===== src/design/w2rgb_pkg.sv =====
`default_nettype none

package w2rgb_pkg;

	// Band edges in units of 1/16 nm
	localparam logic [13:0] WL_380 = 14'd6080;
	localparam logic [13:0] WL_420 = 14'd6720;
	localparam logic [13:0] WL_440 = 14'd7040;
	localparam logic [13:0] WL_490 = 14'd7840;
	localparam logic [13:0] WL_510 = 14'd8160;
	localparam logic [13:0] WL_580 = 14'd9280;
	localparam logic [13:0] WL_645 = 14'd10320;
	localparam logic [13:0] WL_700 = 14'd11200;
	localparam logic [13:0] WL_780 = 14'd12480;

	// Unity in Q16
	localparam int unsigned Q16_ONE = 65536;

	// Colour fraction: floor(x / d) with x < 2^23 and d in {5,15,25,35,65},
	// done as (x * ceil(2^30 / d)) >> 30, exact for this range
	localparam int FRAC_K = 30;
	localparam logic [30:0] FRAC_M5  = 31'((2**30 + 4) / 5);
	localparam logic [30:0] FRAC_M15 = 31'((2**30 + 14) / 15);
	localparam logic [30:0] FRAC_M25 = 31'((2**30 + 24) / 25);
	localparam logic [30:0] FRAC_M35 = 31'((2**30 + 34) / 35);
	localparam logic [30:0] FRAC_M65 = 31'((2**30 + 64) / 65);

	// Intensity: floor(x / 25) with x < 2^22, as (x * ceil(2^27 / 25)) >> 27
	localparam int INT_K = 27;
	localparam logic [22:0] INT_M = 23'((2**27 + 24) / 25);
	localparam logic [21:0] INT_UNITY_X = 22'(Q16_ONE * 25);

	// What drives a colour channel
	typedef enum logic [1:0] {
		SRC_ZERO,
		SRC_FRAC,
		SRC_ONE
	} chan_src_t;

	typedef struct packed {
		chan_src_t r;
		chan_src_t g;
		chan_src_t b;
	} chan_sel_t;

endpackage

`default_nettype wire


===== src/design/wavelength_to_rgb_core.sv =====
// Throughput: one wavelength per cycle while the output is not stalled.
// Four register stages (decode, divide by reciprocal multiply, intensity multiply,
// scale by 255) each hold one item.
// Output stall holds the last stage; bubbles in earlier stages still close up.
// Reset (arst_n low, asynchronous) clears the stage valid bits; data is not reset.
`default_nettype none

module wavelength_to_rgb_core
	import w2rgb_pkg::*;
(
	input  wire logic        clk,
	input  wire logic        arst_n,
	input  wire logic        in_valid,
	output logic             in_stall,
	input  wire logic [13:0] wavelength,
	output logic             out_valid,
	input  wire logic        out_stall,
	output logic [7:0]       red,
	output logic [7:0]       green,
	output logic [7:0]       blue
);

	// 255 * v >> 32 for the channel source
	function automatic logic [7:0] chan_out(chan_src_t src, logic [33:0] p, logic [16:0] i);
		logic [33:0] v;
		logic [41:0] s;
		begin
			unique case (src)
				SRC_FRAC: v = p;
				SRC_ONE:  v = 34'({i, 16'h0000});
				default:  v = '0;
			endcase
			s = {v, 8'h00} - 42'(v);
			return s[39:32];
		end
	endfunction

	logic v_s1, v_s2, v_s3, v_s4;
	logic en1, en2, en3, en4;

	// Stage enables: a stage loads when it is empty or its successor moves
	assign en4 = !v_s4 || !out_stall;
	assign en3 = !v_s3 || en4;
	assign en2 = !v_s2 || en3;
	assign en1 = !v_s1 || en2;
	assign in_stall = !en1;

	// Decode band, form the dividends and pick the reciprocal
	logic [22:0] frac_x;
	logic [30:0] frac_m;
	logic [21:0] int_x;
	logic [13:0] int_n;
	chan_sel_t   sel;

	always_comb begin
		frac_x = '0;
		frac_m = FRAC_M5;
		int_x  = '0;
		int_n  = '0;
		sel    = '{r: SRC_ZERO, g: SRC_ZERO, b: SRC_ZERO};
		priority if (wavelength >= WL_380 && wavelength < WL_440) begin
			frac_x = 23'(WL_440 - wavelength) << 10;
			frac_m = FRAC_M15;
			sel    = '{r: SRC_FRAC, g: SRC_ZERO, b: SRC_ONE};
		end else if (wavelength >= WL_440 && wavelength < WL_490) begin
			frac_x = 23'(wavelength - WL_440) << 11;
			frac_m = FRAC_M25;
			sel    = '{r: SRC_ZERO, g: SRC_FRAC, b: SRC_ONE};
		end else if (wavelength >= WL_490 && wavelength < WL_510) begin
			frac_x = 23'(WL_510 - wavelength) << 10;
			frac_m = FRAC_M5;
			sel    = '{r: SRC_ZERO, g: SRC_ONE, b: SRC_FRAC};
		end else if (wavelength >= WL_510 && wavelength < WL_580) begin
			frac_x = 23'(wavelength - WL_510) << 11;
			frac_m = FRAC_M35;
			sel    = '{r: SRC_FRAC, g: SRC_ONE, b: SRC_ZERO};
		end else if (wavelength >= WL_580 && wavelength < WL_645) begin
			frac_x = 23'(WL_645 - wavelength) << 12;
			frac_m = FRAC_M65;
			sel    = '{r: SRC_ONE, g: SRC_FRAC, b: SRC_ZERO};
		end else if (wavelength >= WL_645 && wavelength <= WL_780) begin
			sel    = '{r: SRC_ONE, g: SRC_ZERO, b: SRC_ZERO};
		end else begin
			sel    = '{r: SRC_ZERO, g: SRC_ZERO, b: SRC_ZERO};
		end

		// Intensity ramps scaled so both divide by 25
		priority if (wavelength >= WL_380 && wavelength < WL_420) begin
			int_n = 14'd1920 + 14'd7 * (wavelength - WL_380);
			int_x = 22'(int_n) << 8;
		end else if (wavelength >= WL_420 && wavelength <= WL_700) begin
			int_x = INT_UNITY_X;
		end else if (wavelength > WL_700 && wavelength <= WL_780) begin
			int_n = 14'd3840 + 14'd7 * (WL_780 - wavelength);
			int_x = 22'(int_n) << 7;
		end else begin
			int_x = '0;
		end
	end

	logic [22:0] frac_x_s1;
	logic [30:0] frac_m_s1;
	logic [21:0] int_x_s1;
	chan_sel_t   sel_s1, sel_s2, sel_s3;
	logic [16:0] frac_s2, inten_s2, inten_s3;
	logic [33:0] prod_s3;
	logic [53:0] frac_prod;
	logic [44:0] int_prod;

	// Valid bits advance with their stage
	always_ff @(posedge clk or negedge arst_n) begin
		if (!arst_n) begin
			v_s1 <= 1'b0;
			v_s2 <= 1'b0;
			v_s3 <= 1'b0;
			v_s4 <= 1'b0;
		end else begin
			if (en1) v_s1 <= in_valid;
			if (en2) v_s2 <= v_s1;
			if (en3) v_s3 <= v_s2;
			if (en4) v_s4 <= v_s3;
		end
	end

	// Stage 1: hold decoded operands
	always_ff @(posedge clk) begin
		if (en1) begin
			frac_x_s1 <= frac_x;
			frac_m_s1 <= frac_m;
			int_x_s1  <= int_x;
			sel_s1    <= sel;
		end
	end

	// Stage 2: divide by constant through reciprocal multiply
	assign frac_prod = 54'(frac_x_s1) * 54'(frac_m_s1);
	assign int_prod  = 45'(int_x_s1) * 45'(INT_M);

	always_ff @(posedge clk) begin
		if (en2) begin
			frac_s2  <= 17'(frac_prod >> FRAC_K);
			inten_s2 <= 17'(int_prod >> INT_K);
			sel_s2   <= sel_s1;
		end
	end

	// Stage 3: apply intensity to the colour fraction
	always_ff @(posedge clk) begin
		if (en3) begin
			prod_s3  <= 34'(inten_s2) * 34'(frac_s2);
			inten_s3 <= inten_s2;
			sel_s3   <= sel_s2;
		end
	end

	// Stage 4: scale to 8 bits and hold for the output transfer
	always_ff @(posedge clk) begin
		if (en4) begin
			red   <= chan_out(sel_s3.r, prod_s3, inten_s3);
			green <= chan_out(sel_s3.g, prod_s3, inten_s3);
			blue  <= chan_out(sel_s3.b, prod_s3, inten_s3);
		end
	end

	assign out_valid = v_s4;

endmodule

`default_nettype wire


===== config.mk =====
export PLATFORM = sky130hd
export DESIGN_NAME = wavelength_to_rgb_core
export DESIGN_NICKNAME = d
export VERILOG_FILES = /design/src/design/w2rgb_pkg.sv /design/src/design/wavelength_to_rgb_core.sv
export SDC_FILE = /design/constraint.sdc
export NUM_CORES = 2
export LEC_CHECK = 0
export BUFFER_PORTS_ARGS = -buffer_cell sky130_fd_sc_hd__buf_4
export CAP_MARGIN = 5
export CORE_MARGIN = 2
export CORE_UTILIZATION = 50
export DETAILED_ROUTE_END_ITERATION = 8
export PLACE_DENSITY_LB_ADDON = 0.25
export SLEW_MARGIN = 20
export SYNTH_ARGS = -nofsm -noshare
export SYNTH_HDL_FRONTEND = slang
export SYNTH_SLANG_ARGS = --single-unit

===== constraint.sdc =====
create_clock -name clk -period 8.9 [get_ports clk]
set_input_delay 0 -clock clk [delete_from_list [all_inputs] [get_ports clk]]
set_output_delay 0 -clock clk [all_outputs]
set_load 0.005 [all_outputs]

Word level (Yosys, flattened, before mapping)

Index checks and enable logic that the tools add are counted.

Flip-flop bits (word level): 207
Bits of input ports: 18
Output and inout port bits: 26
Logic and storage cells: 118

$add $sub $neg: 12
Multiply operators: 5
$lt $le $gt $ge: 16
Equality and inequality tests: 6
Mux-type cells: 23
Bitwise logic cells: 1
Reduce and logical (&&, ||, !) cells: 24

Operator list:

| operator                 | number |
|---|---|
| $pmux W34 S2             | 3 |
| $sub A40 B34 Y40         | 3 |
| $mux W23                 | 5 |
| $mux W34                 | 3 |
| $mux W28                 | 3 |
| $ge A14 B13 Y1 const B   | 5 |
| $lt A14 B13 Y1 const B   | 4 |
| $mul A23 B31 Y47         | 1 |
| $mul A22 B22 Y43 const B | 1 |
| $mux W21                 | 2 |
| $mul A17 B17 Y34         | 1 |
| $ge A14 B14 Y1 const B   | 2 |
| $le A14 B14 Y1 const B   | 2 |
| $lt A14 B14 Y1 const B   | 2 |
| $mul A3 B14 Y14 const A  | 2 |
| $mux W27                 | 1 |
| $sub A13 B13 Y13 const A | 2 |
| $sub A12 B12 Y12 const B | 2 |
| $mux W22                 | 1 |
| $mux W5                  | 3 |
| $add A11 B14 Y14 const A | 1 |
| $add A12 B14 Y14 const A | 1 |
| $gt A14 B14 Y1 const B   | 1 |
| $sub A14 B13 Y14 const B | 1 |
| 12 further kinds         | 35 |

Depth between registers and ports, before layout

Word-level depth: 7
Depth in mapped cells: 24
Depth with buffers taken out: 23

Worst setup path before layout

Ideal clock, no wire load.

Kind: reg2reg
Start: reg frac_s2[10]
End: reg prod_s3[32], data pin
Library setup time: 0.258 ns
Arrival time: 5.910 ns
Data required time: 8.642 ns
Setup slack: 2.732 ns
Cell stages (with the launch flop): 23
Buffers on the path: 2
Clock period less this slack: 6.168 ns
Cells stage by stage: edfxtp_1 -> clkbuf_1 -> clkbuf_1 -> nand2_1 -> fa_1 -> inv_1 -> fa_1 -> fa_1 -> fa_1 -> fa_1 -> inv_1 -> fa_1 -> inv_1 -> ha_1 -> a21oi_1 -> o21ai_0 -> a221oi_1 -> nand2_1 -> o21ai_0 -> nand3_1 -> a31o_2 -> a21oi_1 -> xnor2_1

Word-level cells in the longest chain between the ends: 1

RTL lines:

| element                | line                          | text |
|---|---|---|
| start, declared        | wavelength_to_rgb_core.sv:105 | `logic [16:0] frac_s2, inten_s2, inten_s3;` |
| start signal, assigned | wavelength_to_rgb_core.sv:141 | `frac_s2 <= 17'(frac_prod >> FRAC_K);` |
| $mul A17 B17 Y34       | wavelength_to_rgb_core.sv:150 | `prod_s3 <= 34'(inten_s2) * 34'(frac_s2);` |
| end signal, assigned   | wavelength_to_rgb_core.sv:150 |  |
| end, declared          | wavelength_to_rgb_core.sv:106 | `logic [33:0] prod_s3;` |

Every way passes these cells.
A chain may end at the register's enable or synchronous reset.

Worst setup path after layout

Start: reg inten_s2[8]
End: reg prod_s3[32], data pin

Word-level cells in the longest chain between the ends: 1

RTL lines:

| element                | line                          | text |
|---|---|---|
| start, declared        | wavelength_to_rgb_core.sv:105 |  |
| start signal, assigned | wavelength_to_rgb_core.sv:142 | `inten_s2 <= 17'(int_prod >> INT_K);` |
| $mul A17 B17 Y34       | wavelength_to_rgb_core.sv:150 |  |

Every way passes these cells.

==> reports/metrics.yaml <==
io_pins: 44
coreArea_mm2: 0.0742
grt_antenna_before_repair: 0
h-tree-depth: 4
min_period_ns: 6.96
placed_area_mm2: 0.0386
async_flop_share_pct: 2.31
wl_per_cell_um: 18.3
dpl_worst_slack_ns: 1.98
slew_violations: 0
worst_setup_path_end_kind: "flop"
die-area_mm2: 0.0770
ys_seq_area_share_pct: 13.8
yosys.area.top_type_share_pct: 32.4
grt_util_all_layers_pct: 24.1
slew_headroom_pct: 29.5
synth.distinct_cells: 72
critical_path.max_fanout: 18
clock_skew_ns: 0.0114
max_freq_mhz: 144
drtIter0Drc: 1713
gr-total-overflow: 0
crit_chain: "and2_1, fa_1, inv_1, fa_1, fa_1, inv_1, fa_1, fa_1, inv_1, fa_1, inv_1, ha_1, a21oi_1, o21ai_0, a221oi_1, nand2_1, o21ai_0, nand3_1, a31o_2, a21oi_1, xnor2_1"
drc: 0
vias: 25900
ctsHoldBuffers: 6
synthesis.nets: 5127
finalInstanceArea_mm2: 0.0393
tightest_slew_ns: 1.05
required_ns: 9.14
routabilityCongestion: 0.950
die_y_um: 277
fillCellCount: 6722
fin_crit_sh_pct: 78.2
numCtsBuffers: 17
hold_viol: 0
max_stage_delay_ns: 0.77
cts_setup_buffers: 0
synthFlopType: "edfxtp_1"
slowest_stage: "edfxtp_1"
fin_ws_ns: 1.94
synth_edf_count: 169
synth.largest_area_cell: "fa_1"
cts-root-buf: "clkbuf_16"
final_common_cell: "inv_1"
status: "finished clean"
cts_sinks: 173
syn_area_mm2: 0.0374
cp.arrival_ns: 7.20
drive_gt1_share_pct: 3.32
dp_hpwl_mm: 75.3
die_x_um: 277
grt_max_degree: 53
final_cell_mix: "inv_1 (970), fa_1 (605), ha_1 (603)"
synthTopCellsByArea: "fa_1 (32%), ha_1 (20%), edfxtp_1 (14%)"
antenna_left: 0
wirelength_mm: 88.8
worst_setup_path_start_kind: "flop"
cts_resized: 0
drtPass1Iterations: 8
maxCapViolations: 0
via_per_inst: 5.33
hold_path_class: "in -> reg"
cts_max_path_buffers: 2
cts_tree: "built"
setup_viol: 0
rsz0062_at_grt: "false"
grt_pass1_wl_mm: 146
start_util_pct: 50.4
final_nets: 5098
num_rows: 100
cp_common_cell: "fa_1"
area_growth_pct: 5.00
ys_ff_latch: 173
critPathKind: "reg -> reg"
grt_pass1_vias: 27500
clock_latency_ns: 0.49
syn_inst: 3901
port_buffers: 43
diodes: 0
clkSlewWorstSetupHoldPaths_ns: 0.08
syn_area_per_cell_um2: 9.58
yosys_warnings: 0
tns_ns: 0
## cells by family after synthesis
logic type | Yosys count | share of synthesized area [%]
xor gates and xnor gates | 154 | 3.61
buffers and inverters | 1078 | 10.9
and+or+nand+nor | 862 | 11.5
AOI/OAI and AO/OA | 425 | 7.62
muxes | 1 | 0.0268
DFF | 173 | 13.8
adders and majority gates | 1208 | 52.6
## sequential cells by signal (all words and copies together), names as in the netlist, 6 cells and up
register   flops
sel_s1         6
green          8
blue           8
frac_m_s1     14
sel_s3         6
inten_s3      17
red            8
sel_s2         6
inten_s2      17
prod_s3       34
frac_x_s1     13
frac_s2       17
int_x_s1      15
## Yosys cell counts (57+ instances only)
cell      count
nor2_1       76
ha_1        603
a21o_1       57
and2_1      259
clkbuf_1     92
edfxtp_1    169
o21ai_0      65
inv_1       971
xnor2_1     112
fa_1        605
a21oi_1      99
nand2_1     349
## routing by layer
layer	GRT usage [%]	routed length, um	share of wire [%]	vias to the layer above
li1	-	-	-	12200
met1	31.6	38700	44	12900
met2	41.3	43200	49	670
met3	3.07	4130	4.7	151
met4	7.87	2760	3.1	0
met5	0	0	0	-
## final timing paths
check                                    from  slack, ns  cells after the start       endpoint
worst min register to register      sel_s1[2]       0.43                      0      sel_s2[2]
min in group asynchronous              arst_n       0.40                      3           v_s2
max in group asynchronous              arst_n       8.34                      3      out_valid
worst max register to register    inten_s2[8]       1.94                     21    prod_s3[32]
worst min-delay path            wavelength[2]       0.02                      3  frac_x_s1[13]
worst max-delay path              inten_s2[8]       1.94                     21    prod_s3[32]
## stage by stage
stage	cells	hold slack (ns)	utilization (%)
finish	4854	0.0233	52.9
global placement	4816	-0.201	52.0
detailed placement	4816	-0.202	52.0
floorplan	3901	-0.296	-
CTS	4854	0.00610	52.9
global route	4854	0.0263	52.9
## cell type report
cell class	count	area, um^2	share of cell area (%)
Multi-Input combinational cell	2650	28200	71.8
Sequential cell	173	5170	13.2
Inverter	972	3650	9.29
Tap cell	969	1210	3.09
Clock buffer	20	457	1.16
Timing Repair Buffer	58	450	1.15
Clock inverter	12	146	0.373
## worst max-delay path: cells and delay by family, from the launching register on
kind	cells	cell delay (ns)
adder cells (fa/ha/maj)	7	3.42
AO/OA/AOI/OAI	6	1.60
flip-flops	1	0.77
AND/OR/NAND/NOR	3	0.64
buffers and inverters	4	0.20
XOR/XNOR	1	0.08
Power is left out: the tool's default activity adds up to more than one toggle a clock period on the data nets, which glitch-free logic cannot reach.
